**config.mk**
```make
export PLATFORM = sky130hd
export DESIGN_NAME = priority_thread_scheduler_top
export DESIGN_NICKNAME = d
export VERILOG_FILES = /design/src/rtl/pts_pkg.sv /design/src/rtl/priority_thread_scheduler_top.sv /design/src/rtl/pts_alu.sv /design/src/rtl/pts_seq.sv
export SDC_FILE = /design/constraint.sdc
export NUM_CORES = 2
export LEC_CHECK = 0
export CORE_ASPECT_RATIO = 0.7
export CORE_UTILIZATION = 40
export DETAILED_ROUTE_END_ITERATION = 10
export DONT_BUFFER_PORTS = 1
export PLACE_DENSITY_LB_ADDON = 0.3
export SLEW_MARGIN = 30
export SYNTH_ARGS = -nofsm -noshare
export SYNTH_HDL_FRONTEND = slang
export SYNTH_HIERARCHICAL = 1
export SYNTH_SLANG_ARGS = --single-unit
```
**constraint.sdc**
```tcl
create_clock -name clock -period 11.65 [get_ports clock]
set_input_delay 1.7475 -clock clock [delete_from_list [all_inputs] [get_ports clock]]
set_output_delay 1.7475 -clock clock [all_outputs]
set_load 0.02 [all_outputs]
```
**src/rtl/pts_pkg.sv**
```systemverilog
// ----------------------------------------------------------------------------
// pts_pkg - shared types and constants of the priority thread scheduler
// Thread status codes, event codes, sequencer states, payload structs and
// the control/status structs passed between the sequencer and the datapath.
// ----------------------------------------------------------------------------
`default_nettype none

package pts_pkg;

   localparam int MAX_THREADS = 8;
   localparam int IDX_W       = $clog2(MAX_THREADS);
   localparam int CNT_W       = $clog2(MAX_THREADS + 1);

   typedef logic [IDX_W-1:0] tid_type;
   typedef logic [CNT_W-1:0] tcnt_type;

   typedef enum logic [1:0] {
      TS_READY    = 2'd0,
      TS_RUNNING  = 2'd1,
      TS_SLEEPING = 2'd2,
      TS_ENDED    = 2'd3
   } thr_state_type;

   typedef enum logic [2:0] {
      FN_TICK   = 3'd0,
      FN_SECOND = 3'd1,
      FN_YIELD  = 3'd2,
      FN_SLEEP  = 3'd3,
      FN_CREATE = 3'd4,
      FN_END    = 3'd5
   } func_type;

   typedef enum logic [2:0] {
      SEQ_IDLE,
      SEQ_DISPATCH,
      SEQ_MUL,
      SEQ_SLEEP,
      SEQ_WAKE,
      SEQ_FIND,
      SEQ_COMMIT,
      SEQ_RESP
   } seq_state_type;

   typedef struct packed {
      logic [2:0]  func;
      logic [15:0] sleep_ticks;
      logic [2:0]  query_thread;
   } req_type;

   typedef struct packed {
      logic [2:0]  current_thread;
      logic [2:0]  previous_thread;
      logic        switched;
      logic        idle;
      logic [3:0]  thread_total;
      logic        create_rejected;
      logic [15:0] query_run_count;
      logic [15:0] total_run_count;
   } rsp_type;

   // sequencer to datapath
   typedef struct packed {
      logic    take;
      logic    dispatch;
      logic    mul;
      logic    sleep_wr;
      logic    wake;
      logic    find;
      logic    commit;
      logic    load;
      logic    last;
      tid_type idx;
   } ctl_type;

   // datapath to sequencer
   typedef struct packed {
      func_type func;
      logic     ticks_zero;
      logic     cur_running;
      logic     hit;
      logic     rsp_free;
   } sts_type;

   function automatic logic [15:0] sat_inc(input logic [15:0] v);
      sat_inc = (v == 16'hFFFF) ? v : v + 16'd1;
   endfunction

endpackage

`default_nettype wire

```
**src/rtl/priority_thread_scheduler_top.sv**
```systemverilog
// ----------------------------------------------------------------------------
// priority_thread_scheduler_top - fixed-priority thread scheduler
// Keeps thread status, wake times and run counts; each event updates them
// and may select the lowest-index ready or running thread.
// ----------------------------------------------------------------------------
// Usage:
//   req channel: one event per transfer (func, sleep_ticks, query_thread).
//   req_stall is high from the accepting edge until the result is loaded,
//   so events are handled one at a time.
//   rsp channel: one result per event, held in an output register; while
//   the receiver stalls, the result holds and the block finishes no event.
//   csr port: tick_step, to be written only while the block is idle; the
//   block itself does not enforce this, the user must keep to it.
// Steps from the accepting edge to rsp_valid, per event:
//   tick: dispatch, wake scan of all entries, selection scan (+commit), load
//   sleep on a running thread: a multiply and store after the dispatch
//   others: dispatch, selection scan (+commit), load
//   The wake and selection scans check one entry per cycle; a new event
//   is taken only once the result of the last one is loaded.
// Reset: thread 0 running, all others ended, counters and time zero,
//   tick_step one.
// ----------------------------------------------------------------------------
`default_nettype none

module priority_thread_scheduler_top (
   input  wire logic             clock,
   input  wire logic             reset,
   input  wire logic             req_valid,
   output logic                  req_stall,
   input  wire pts_pkg::req_type req_data,
   output logic                  rsp_valid,
   input  wire logic             rsp_stall,
   output pts_pkg::rsp_type      rsp_data,
   input  wire logic             csr_wr_en,
   input  wire logic [7:0]       csr_wr_data
);

   localparam int N = pts_pkg::MAX_THREADS;

   pts_pkg::ctl_type       ctl;
   pts_pkg::sts_type       sts;
   logic                   busy;

   logic [7:0]             tick_step_ff;
   pts_pkg::req_type       req_ff;
   pts_pkg::thr_state_type thread_state_ff [N];
   logic [31:0]            wake_time_ff [N];
   logic [15:0]            runs_now_ff [N];
   logic [15:0]            runs_last_ff [N];
   pts_pkg::tid_type       running_ff;
   pts_pkg::tid_type       prev_ff;
   pts_pkg::tid_type       next_ff;
   pts_pkg::tcnt_type      count_ff;
   logic [31:0]            millis_ff;
   logic [15:0]            all_now_ff;
   logic [15:0]            all_last_ff;
   logic [23:0]            prod_ff;
   logic                   switched_ff;
   logic                   rejected_ff;
   logic                   idle_ff;
   logic                   rsp_valid_ff;
   pts_pkg::rsp_type       rsp_data_ff;

   logic [31:0]            alu_a, alu_b, alu_sum;
   logic                   alu_le;
   pts_pkg::func_type      func;
   logic                   in_table;
   logic                   wake_hit;
   logic                   find_hit;
   logic                   query_ok;
   pts_pkg::thr_state_type scan_state;

   assign func       = pts_pkg::func_type'(req_ff.func);
   assign scan_state = thread_state_ff[ctl.idx];
   assign in_table   = (pts_pkg::tcnt_type'(ctl.idx) < count_ff);
   assign wake_hit   = in_table && (scan_state == pts_pkg::TS_SLEEPING) && alu_le;
   assign find_hit   = in_table && ((scan_state == pts_pkg::TS_READY) ||
                                    (scan_state == pts_pkg::TS_RUNNING));
   assign query_ok   = ({2'b00, req_ff.query_thread} < 5'(N));

   // shared unit operand select
   always_comb begin
      alu_a = millis_ff;
      alu_b = {24'd0, tick_step_ff};
      if (ctl.wake) begin
         alu_a = wake_time_ff[ctl.idx];
         alu_b = millis_ff;
      end else if (ctl.sleep_wr) begin
         alu_b = {8'd0, prod_ff};
      end
   end

   pts_alu u_alu (
      .a   (alu_a),
      .b   (alu_b),
      .sum (alu_sum),
      .le  (alu_le)
   );

   assign sts.func        = func;
   assign sts.ticks_zero  = (req_ff.sleep_ticks == 16'd0);
   assign sts.cur_running = (thread_state_ff[running_ff] == pts_pkg::TS_RUNNING);
   assign sts.hit         = ctl.find && find_hit;
   assign sts.rsp_free    = !rsp_valid_ff || !rsp_stall;

   pts_seq u_seq (
      .clock     (clock),
      .reset     (reset),
      .req_valid (req_valid),
      .sts       (sts),
      .busy      (busy),
      .ctl       (ctl)
   );

   assign req_stall = busy;
   assign rsp_valid = rsp_valid_ff;
   assign rsp_data  = rsp_data_ff;

   // payload capture, multiply and capture of the selected thread index
   always_ff @(posedge clock) begin
      if (ctl.take) begin
         req_ff <= req_data;
      end
      if (ctl.mul) begin
         prod_ff <= req_ff.sleep_ticks * tick_step_ff;
      end
      if (ctl.find && find_hit) begin
         next_ff <= ctl.idx;
      end
   end

   // thread table and counters
   always_ff @(posedge clock) begin
      if (reset) begin
         for (int i = 0; i < N; i++) begin
            thread_state_ff[i] <= (i == 0) ? pts_pkg::TS_RUNNING : pts_pkg::TS_ENDED;
            wake_time_ff[i]    <= '0;
            runs_now_ff[i]     <= '0;
            runs_last_ff[i]    <= '0;
         end
         tick_step_ff <= 8'd1;
         running_ff   <= '0;
         prev_ff      <= '0;
         count_ff     <= pts_pkg::tcnt_type'(1);
         millis_ff    <= '0;
         all_now_ff   <= '0;
         all_last_ff  <= '0;
         switched_ff  <= 1'b0;
         rejected_ff  <= 1'b0;
         idle_ff      <= 1'b0;
      end else begin
         if (csr_wr_en) begin
            tick_step_ff <= csr_wr_data;
         end
         if (ctl.dispatch) begin
            prev_ff     <= running_ff;
            switched_ff <= 1'b0;
            rejected_ff <= 1'b0;
            case (func)
               pts_pkg::FN_TICK: begin
                  millis_ff <= alu_sum;
               end
               pts_pkg::FN_SECOND: begin
                  for (int i = 0; i < N; i++) begin
                     runs_last_ff[i] <= runs_now_ff[i];
                     runs_now_ff[i]  <= '0;
                  end
                  all_last_ff <= all_now_ff;
                  all_now_ff  <= '0;
               end
               pts_pkg::FN_CREATE: begin
                  if (count_ff >= pts_pkg::tcnt_type'(N)) begin
                     rejected_ff <= 1'b1;
                  end else begin
                     thread_state_ff[count_ff[pts_pkg::IDX_W-1:0]] <= pts_pkg::TS_READY;
                     wake_time_ff[count_ff[pts_pkg::IDX_W-1:0]]    <= '0;
                     runs_now_ff[count_ff[pts_pkg::IDX_W-1:0]]     <= '0;
                     runs_last_ff[count_ff[pts_pkg::IDX_W-1:0]]    <= '0;
                     count_ff <= count_ff + 1'b1;
                  end
               end
               pts_pkg::FN_END: begin
                  thread_state_ff[running_ff] <= pts_pkg::TS_ENDED;
               end
               default: begin
                  switched_ff <= 1'b0;
               end
            endcase
         end
         if (ctl.sleep_wr) begin
            wake_time_ff[running_ff]    <= alu_sum;
            thread_state_ff[running_ff] <= pts_pkg::TS_SLEEPING;
         end
         if (ctl.wake && wake_hit) begin
            wake_time_ff[ctl.idx]    <= '0;
            thread_state_ff[ctl.idx] <= pts_pkg::TS_READY;
         end
         if (ctl.find) begin
            if (find_hit) begin
               idle_ff <= 1'b0;
            end else if (ctl.last) begin
               idle_ff <= 1'b1;
            end
         end
         if (ctl.commit) begin
            runs_now_ff[next_ff] <= pts_pkg::sat_inc(runs_now_ff[next_ff]);
            all_now_ff           <= pts_pkg::sat_inc(all_now_ff);
            if (next_ff != running_ff) begin
               // old thread goes back to ready only if it was still running
               if (thread_state_ff[running_ff] == pts_pkg::TS_RUNNING) begin
                  thread_state_ff[running_ff] <= pts_pkg::TS_READY;
               end
               thread_state_ff[next_ff] <= pts_pkg::TS_RUNNING;
               running_ff               <= next_ff;
               switched_ff              <= 1'b1;
            end
         end
      end
   end

   // output register
   always_ff @(posedge clock) begin
      if (reset) begin
         rsp_valid_ff <= 1'b0;
      end else if (ctl.load) begin
         rsp_valid_ff <= 1'b1;
      end else if (!rsp_stall) begin
         rsp_valid_ff <= 1'b0;
      end
   end

   always_ff @(posedge clock) begin
      if (ctl.load) begin
         rsp_data_ff.current_thread  <= 3'(running_ff);
         rsp_data_ff.previous_thread <= 3'(prev_ff);
         rsp_data_ff.switched        <= switched_ff;
         rsp_data_ff.idle            <= idle_ff;
         rsp_data_ff.thread_total    <= 4'(count_ff);
         rsp_data_ff.create_rejected <= rejected_ff;
         rsp_data_ff.query_run_count <= query_ok ?
            runs_last_ff[pts_pkg::tid_type'(req_ff.query_thread)] : 16'd0;
         rsp_data_ff.total_run_count <= all_last_ff;
      end
   end

endmodule

`default_nettype wire

```
**src/rtl/pts_alu.sv**
```systemverilog
// ----------------------------------------------------------------------------
// pts_alu - shared 32-bit add and compare unit
// Used for the millisecond advance, the sleep deadline and each wake check.
// ----------------------------------------------------------------------------
`default_nettype none

module pts_alu (
   input  wire logic [31:0] a,
   input  wire logic [31:0] b,
   output logic      [31:0] sum,
   output logic             le
);

   assign sum = a + b;
   assign le  = (a <= b);

endmodule

`default_nettype wire

```
**src/rtl/pts_seq.sv**
```systemverilog
// ----------------------------------------------------------------------------
// pts_seq - event sequencer of the priority thread scheduler
// Steps one event through dispatch, the sleep multiply and store, the wake
// and selection scans, one thread entry per cycle, the commit and result load.
// ----------------------------------------------------------------------------
`default_nettype none

module pts_seq (
   input  wire logic            clock,
   input  wire logic            reset,
   input  wire logic            req_valid,
   input  wire pts_pkg::sts_type sts,
   output logic                 busy,
   output pts_pkg::ctl_type     ctl
);

   pts_pkg::seq_state_type state_ff, state_in;
   pts_pkg::tid_type       idx_ff, idx_in;
   logic                   sel_ff, sel_in;
   logic                   last;

   assign last = (idx_ff == pts_pkg::tid_type'(pts_pkg::MAX_THREADS - 1));

   // next state
   always_comb begin
      state_in = state_ff;
      idx_in   = idx_ff;
      sel_in   = sel_ff;
      case (state_ff)
         pts_pkg::SEQ_IDLE: begin
            if (req_valid) begin
               state_in = pts_pkg::SEQ_DISPATCH;
            end
         end
         pts_pkg::SEQ_DISPATCH: begin
            idx_in   = '0;
            state_in = pts_pkg::SEQ_FIND;
            case (sts.func)
               pts_pkg::FN_TICK: begin
                  state_in = pts_pkg::SEQ_WAKE;
               end
               pts_pkg::FN_YIELD: begin
                  sel_in = 1'b1;
               end
               pts_pkg::FN_SLEEP: begin
                  if (sts.ticks_zero) begin
                     sel_in = 1'b0;
                  end else if (sts.cur_running) begin
                     state_in = pts_pkg::SEQ_MUL;
                  end else begin
                     sel_in = 1'b1;
                  end
               end
               pts_pkg::FN_END: begin
                  sel_in = 1'b1;
               end
               default: begin
                  sel_in = 1'b0;
               end
            endcase
         end
         pts_pkg::SEQ_MUL: begin
            state_in = pts_pkg::SEQ_SLEEP;
         end
         pts_pkg::SEQ_SLEEP: begin
            sel_in   = 1'b1;
            state_in = pts_pkg::SEQ_FIND;
         end
         pts_pkg::SEQ_WAKE: begin
            if (last) begin
               idx_in   = '0;
               sel_in   = 1'b1;
               state_in = pts_pkg::SEQ_FIND;
            end else begin
               idx_in = idx_ff + 1'b1;
            end
         end
         pts_pkg::SEQ_FIND: begin
            if (sts.hit) begin
               state_in = sel_ff ? pts_pkg::SEQ_COMMIT : pts_pkg::SEQ_RESP;
            end else if (last) begin
               state_in = pts_pkg::SEQ_RESP;
            end else begin
               idx_in = idx_ff + 1'b1;
            end
         end
         pts_pkg::SEQ_COMMIT: begin
            state_in = pts_pkg::SEQ_RESP;
         end
         pts_pkg::SEQ_RESP: begin
            if (sts.rsp_free) begin
               state_in = pts_pkg::SEQ_IDLE;
            end
         end
         default: begin
            state_in = pts_pkg::SEQ_IDLE;
         end
      endcase
   end

   // outputs
   always_comb begin
      ctl          = '0;
      ctl.idx      = idx_ff;
      ctl.last     = last;
      busy         = (state_ff != pts_pkg::SEQ_IDLE);
      case (state_ff)
         pts_pkg::SEQ_IDLE:     ctl.take     = req_valid;
         pts_pkg::SEQ_DISPATCH: ctl.dispatch = 1'b1;
         pts_pkg::SEQ_MUL:      ctl.mul      = 1'b1;
         pts_pkg::SEQ_SLEEP:    ctl.sleep_wr = 1'b1;
         pts_pkg::SEQ_WAKE:     ctl.wake     = 1'b1;
         pts_pkg::SEQ_FIND:     ctl.find     = 1'b1;
         pts_pkg::SEQ_COMMIT:   ctl.commit   = 1'b1;
         pts_pkg::SEQ_RESP:     ctl.load     = sts.rsp_free;
         default:               ctl.take     = 1'b0;
      endcase
   end

   always_ff @(posedge clock) begin
      if (reset) begin
         state_ff <= pts_pkg::SEQ_IDLE;
         idx_ff   <= '0;
         sel_ff   <= 1'b0;
      end else begin
         state_ff <= state_in;
         idx_ff   <= idx_in;
         sel_ff   <= sel_in;
      end
   end

endmodule

`default_nettype wire
```
==> impl_metrics.json <==
{
  "reg2reg_depth": 17,
  "final_util_pct": 44.7,
  "postCtsHoldBufs": 0,
  "io_pins": 82,
  "portBuffers": 0,
  "clock.fmax_ghz": 0.137,
  "syn_inst": 3760,
  "grt_max_degree": 117,
  "htree_levels": 3,
  "cts_tree": "yes",
  "synth.most_common_cell": "dfxtp_1",
  "synth.avg_cell_area_um2": 9.93,
  "synth_top_area_cell": "dfxtp_1",
  "worstPathCellList": "buf_4, nor2_1, a21oi_1, nor2_1, a221oi_1, a21oi_1, ha_1, nand4_1, or3_1, or4_1, o22ai_1, nand3b_1, a211oi_2, nand3b_1, nor2_2, buf_4, a21oi_1",
  "seq_area_frac_synth_pct": 44.6,
  "post-dp-hpwl_um": 76900,
  "p_switching_mw": 1.80,
  "synth_seq_cells": 721,
  "antenna_left": 0,
  "crit_type": "reg -> reg",
  "overflow": 0,
  "dr.first_iter.drc_count": 3902,
  "finalMaxSlewViolations": 0,
  "rr_startpoint": "u_seq/idx_ff[1]",
  "grt_pass1_wl_um": 176000,
  "holdWs_ns": 0.429,
  "setup_viol": 0,
  "cp_num_buf_inv": 2,
  "worst_slack_ns": 4.34,
  "internal_power_mw": 4.31,
  "avgViaCountPerCell": 5.99,
  "vias": 29600,
  "cp_common_cell": "a21oi_1",
  "yosysWarnings": 6,
  "clkPwrFrac_pct": 38.7,
  "drive_above_1_share_pct": 11.8,
  "synthFlopType": "dfxtp_1",
  "swShare_pct": 29.4,
  "vdd_ir_drop_max_mv": 0.132,
  "rsz0062_at_grt": "no",
  "drc_errors": 0,
  "worst_setup_path_start_kind": "flip-flop",
  "ctsResizeCount": 0,
  "synth-edff-count": 222,
  "p_comb_share_pct": 16.8,
  "firstDrtPassIters": 7,
  "hold_viol": 0,
  "placed_cell_area_um2": 38700,
  "fin_setup_tns_ns": 0,
  "post_drt_wl_per_cell_um": 23.8,
  "max_cap_viol_count": 0,
  "clock-root-buffer": "clkbuf_16",
  "ys_types": 96,
  "slowest_stage": "dfxtp_4",
  "dieWidth_um": 367,
  "whs_endpoint": "rsp_data[39]",
  "cp.arrival_ns": 7.85,
  "cp_max_fo": 55,
  "cts.sinks": 721,
  "synth_top_cells_by_count": "dfxtp_1, nor2_1, nand2_1",
  "core_um2": 92200,
  "start_util_pct": 40.5,
  "place.gp.congestion": 0.948,
  "clk_latency_ns": 0.66,
  "min_path_type": "reg -> reg",
  "fill_cells": 8740,
  "cp-end-kind": "flip-flop",
  "grt_pass1_vias": 27100,
  "die_y_um": 258,
  "fin_crit_sh_pct": 62.8,
  "fin_crit_ns": 7.31,
  "synth-async-reset-ratio_pct": 0,
  "clock_skew_ns": 0.0208,
  "cpPeakStageDelay_ns": 0.92,
  "required_ns": 12.18,
  "cts_buffers": 73,
  "max-clock-path-buffers": 3,
  "hold_start": "prev_ff[0]",
  "final_area_um2": 41200,
  "dieArea_um2": 94600,
  "pwr_density_cell_nw_per_um2": 148,
  "synth_top_area_share_pct": 26.8,
  "crit_start": "u_seq/idx_ff[1]",
  "yosys-top-cells-area": "dfxtp_1, edfxtp_1, mux4_2",
  "status": "complete, no violations",
  "synth_nets": 3995,
  "finalWirelength_um": 118000,
  "cts_post_setup_buffers_inserted": 0,
  "nNetsFinal": 3882,
  "antenna_found_initial": 3,
  "r2r_end": "wake_time_ff[4][15]",
  "worst_pin_slew_ns": 1.00,
  "p_leak_nw": 15.6,
  "regToRegSetupSlack_ns": 4.34,
  "track_usage_pct": 24.3,
  "dp_slack_ns": 4.60,
  "netlist_area_um2": 37300,
  "holdPathStages": 0,
  "area_delta_synth_final_pct": 10.3,
  "rows": 93,
  "max_slew_margin_pct": 33.2,
  "critPathTopFamily": "simple AND/OR/NAND/NOR gates",
  "seqPwrFrac_pct": 44.5,
  "clkTransAtPathRegs_ns": 0.06
}
-- flip-flops by register name, indices dropped and copies added (netlist names), 8 cells and up, named ones only --
name	count
prod_ff	24
runs_now_ff	128
tick_step_ff	8
runs_last_ff	128
all_last_ff	16
req_ff	19
wake_time_ff	256
millis_ff	32
rsp_data	45
all_now_ff	16
thread_state_ff	16
-- layout by cell type, fill, tap and decap left out, drive strengths merged, types with 27 or more instances in the layout --
cell type and count:
nand2b 27, nand4 28, xnor2 54, a22oi 201, dfxtp 499, nor2 468
edfxtp 222, mux2i 63, buf 93, clkbuf 100, ha 115, a21oi 262
fa 85, mux4 85, a221oi 29, nand3 102, nand2 305, mux2 57
inv 180, and2 127, nor3 53, o21ai 57, a22o 152
-- cells by family after synthesis --
| logic type | share of synthesized area, % |
|---|---|
| flops | 44.6 |
| buf+inv | 4.82 |
| mux | 8.64 |
| xor+xnor | 1.71 |
| fa+ha+maj | 8.41 |
| simple gates | 15.4 |
| compound gates | 16.4 |
-- worst max-delay path by stage --
stage          depth (start not counted)                  end
2_1_floorplan                         20  wake_time_ff[0][10]
3_3_place_gp                          17  wake_time_ff[4][29]
3_5_place_dp                          17  wake_time_ff[4][29]
4_1_cts                               17  wake_time_ff[4][29]
5_1_grt                               20  wake_time_ff[2][12]
6_report                              17  wake_time_ff[4][15]
-- worst register-to-register path: cells and delay by family (launching register included) --
kind	cells	cell delay, ns
adders and majority gates	1	0.54
DFF	1	0.92
buffers and inverters	2	1.08
and+or+nand+nor	8	2.75
AOI/OAI and AO/OA	6	1.90
-- power by group through the flow --
stage | registers (mW) | logic [mW] | clock network (mW)
floorplan | 2.74 | 0.728 | 0
global placement | 2.77 | 0.983 | 0
detailed placement | 2.77 | 1.00 | 0
CTS | 2.72 | 1.00 | 2.40
global route | 2.72 | 1.12 | 2.50
finish | 2.72 | 1.03 | 2.36
-- stage by stage --
step	power, mW	instances
2_1_floorplan	3.46	3760
3_3_place_gp	3.76	4799
3_5_place_dp	3.77	4803
4_1_cts	6.12	4937
5_1_grt	6.35	4941
6_report	6.11	4943
-- metal layers --
layer	track usage, %	vias up	routed length [um]
met5	0	-	23
met4	5.34	4	2100
met3	7.49	178	14900
met2	31.5	1555	45300
met1	38.4	14600	55600
li1	-	13300	-
-- cell type report --
class | instances | area, um2 | share of cell area [%]
repair buffers | 93 | 800 | 1.94
multi-input cells | 2582 | 19200 | 46.5
clock buffers | 100 | 2060 | 5.00
diodes | 2 | 5.00 | 0.0122
flip-flops and latches | 721 | 16700 | 40.5
clock inverters | 34 | 290 | 0.705
inverters | 176 | 662 | 1.61
well taps | 1235 | 1550 | 3.75
No activity file was read; power rests on OpenSTA's default activity.
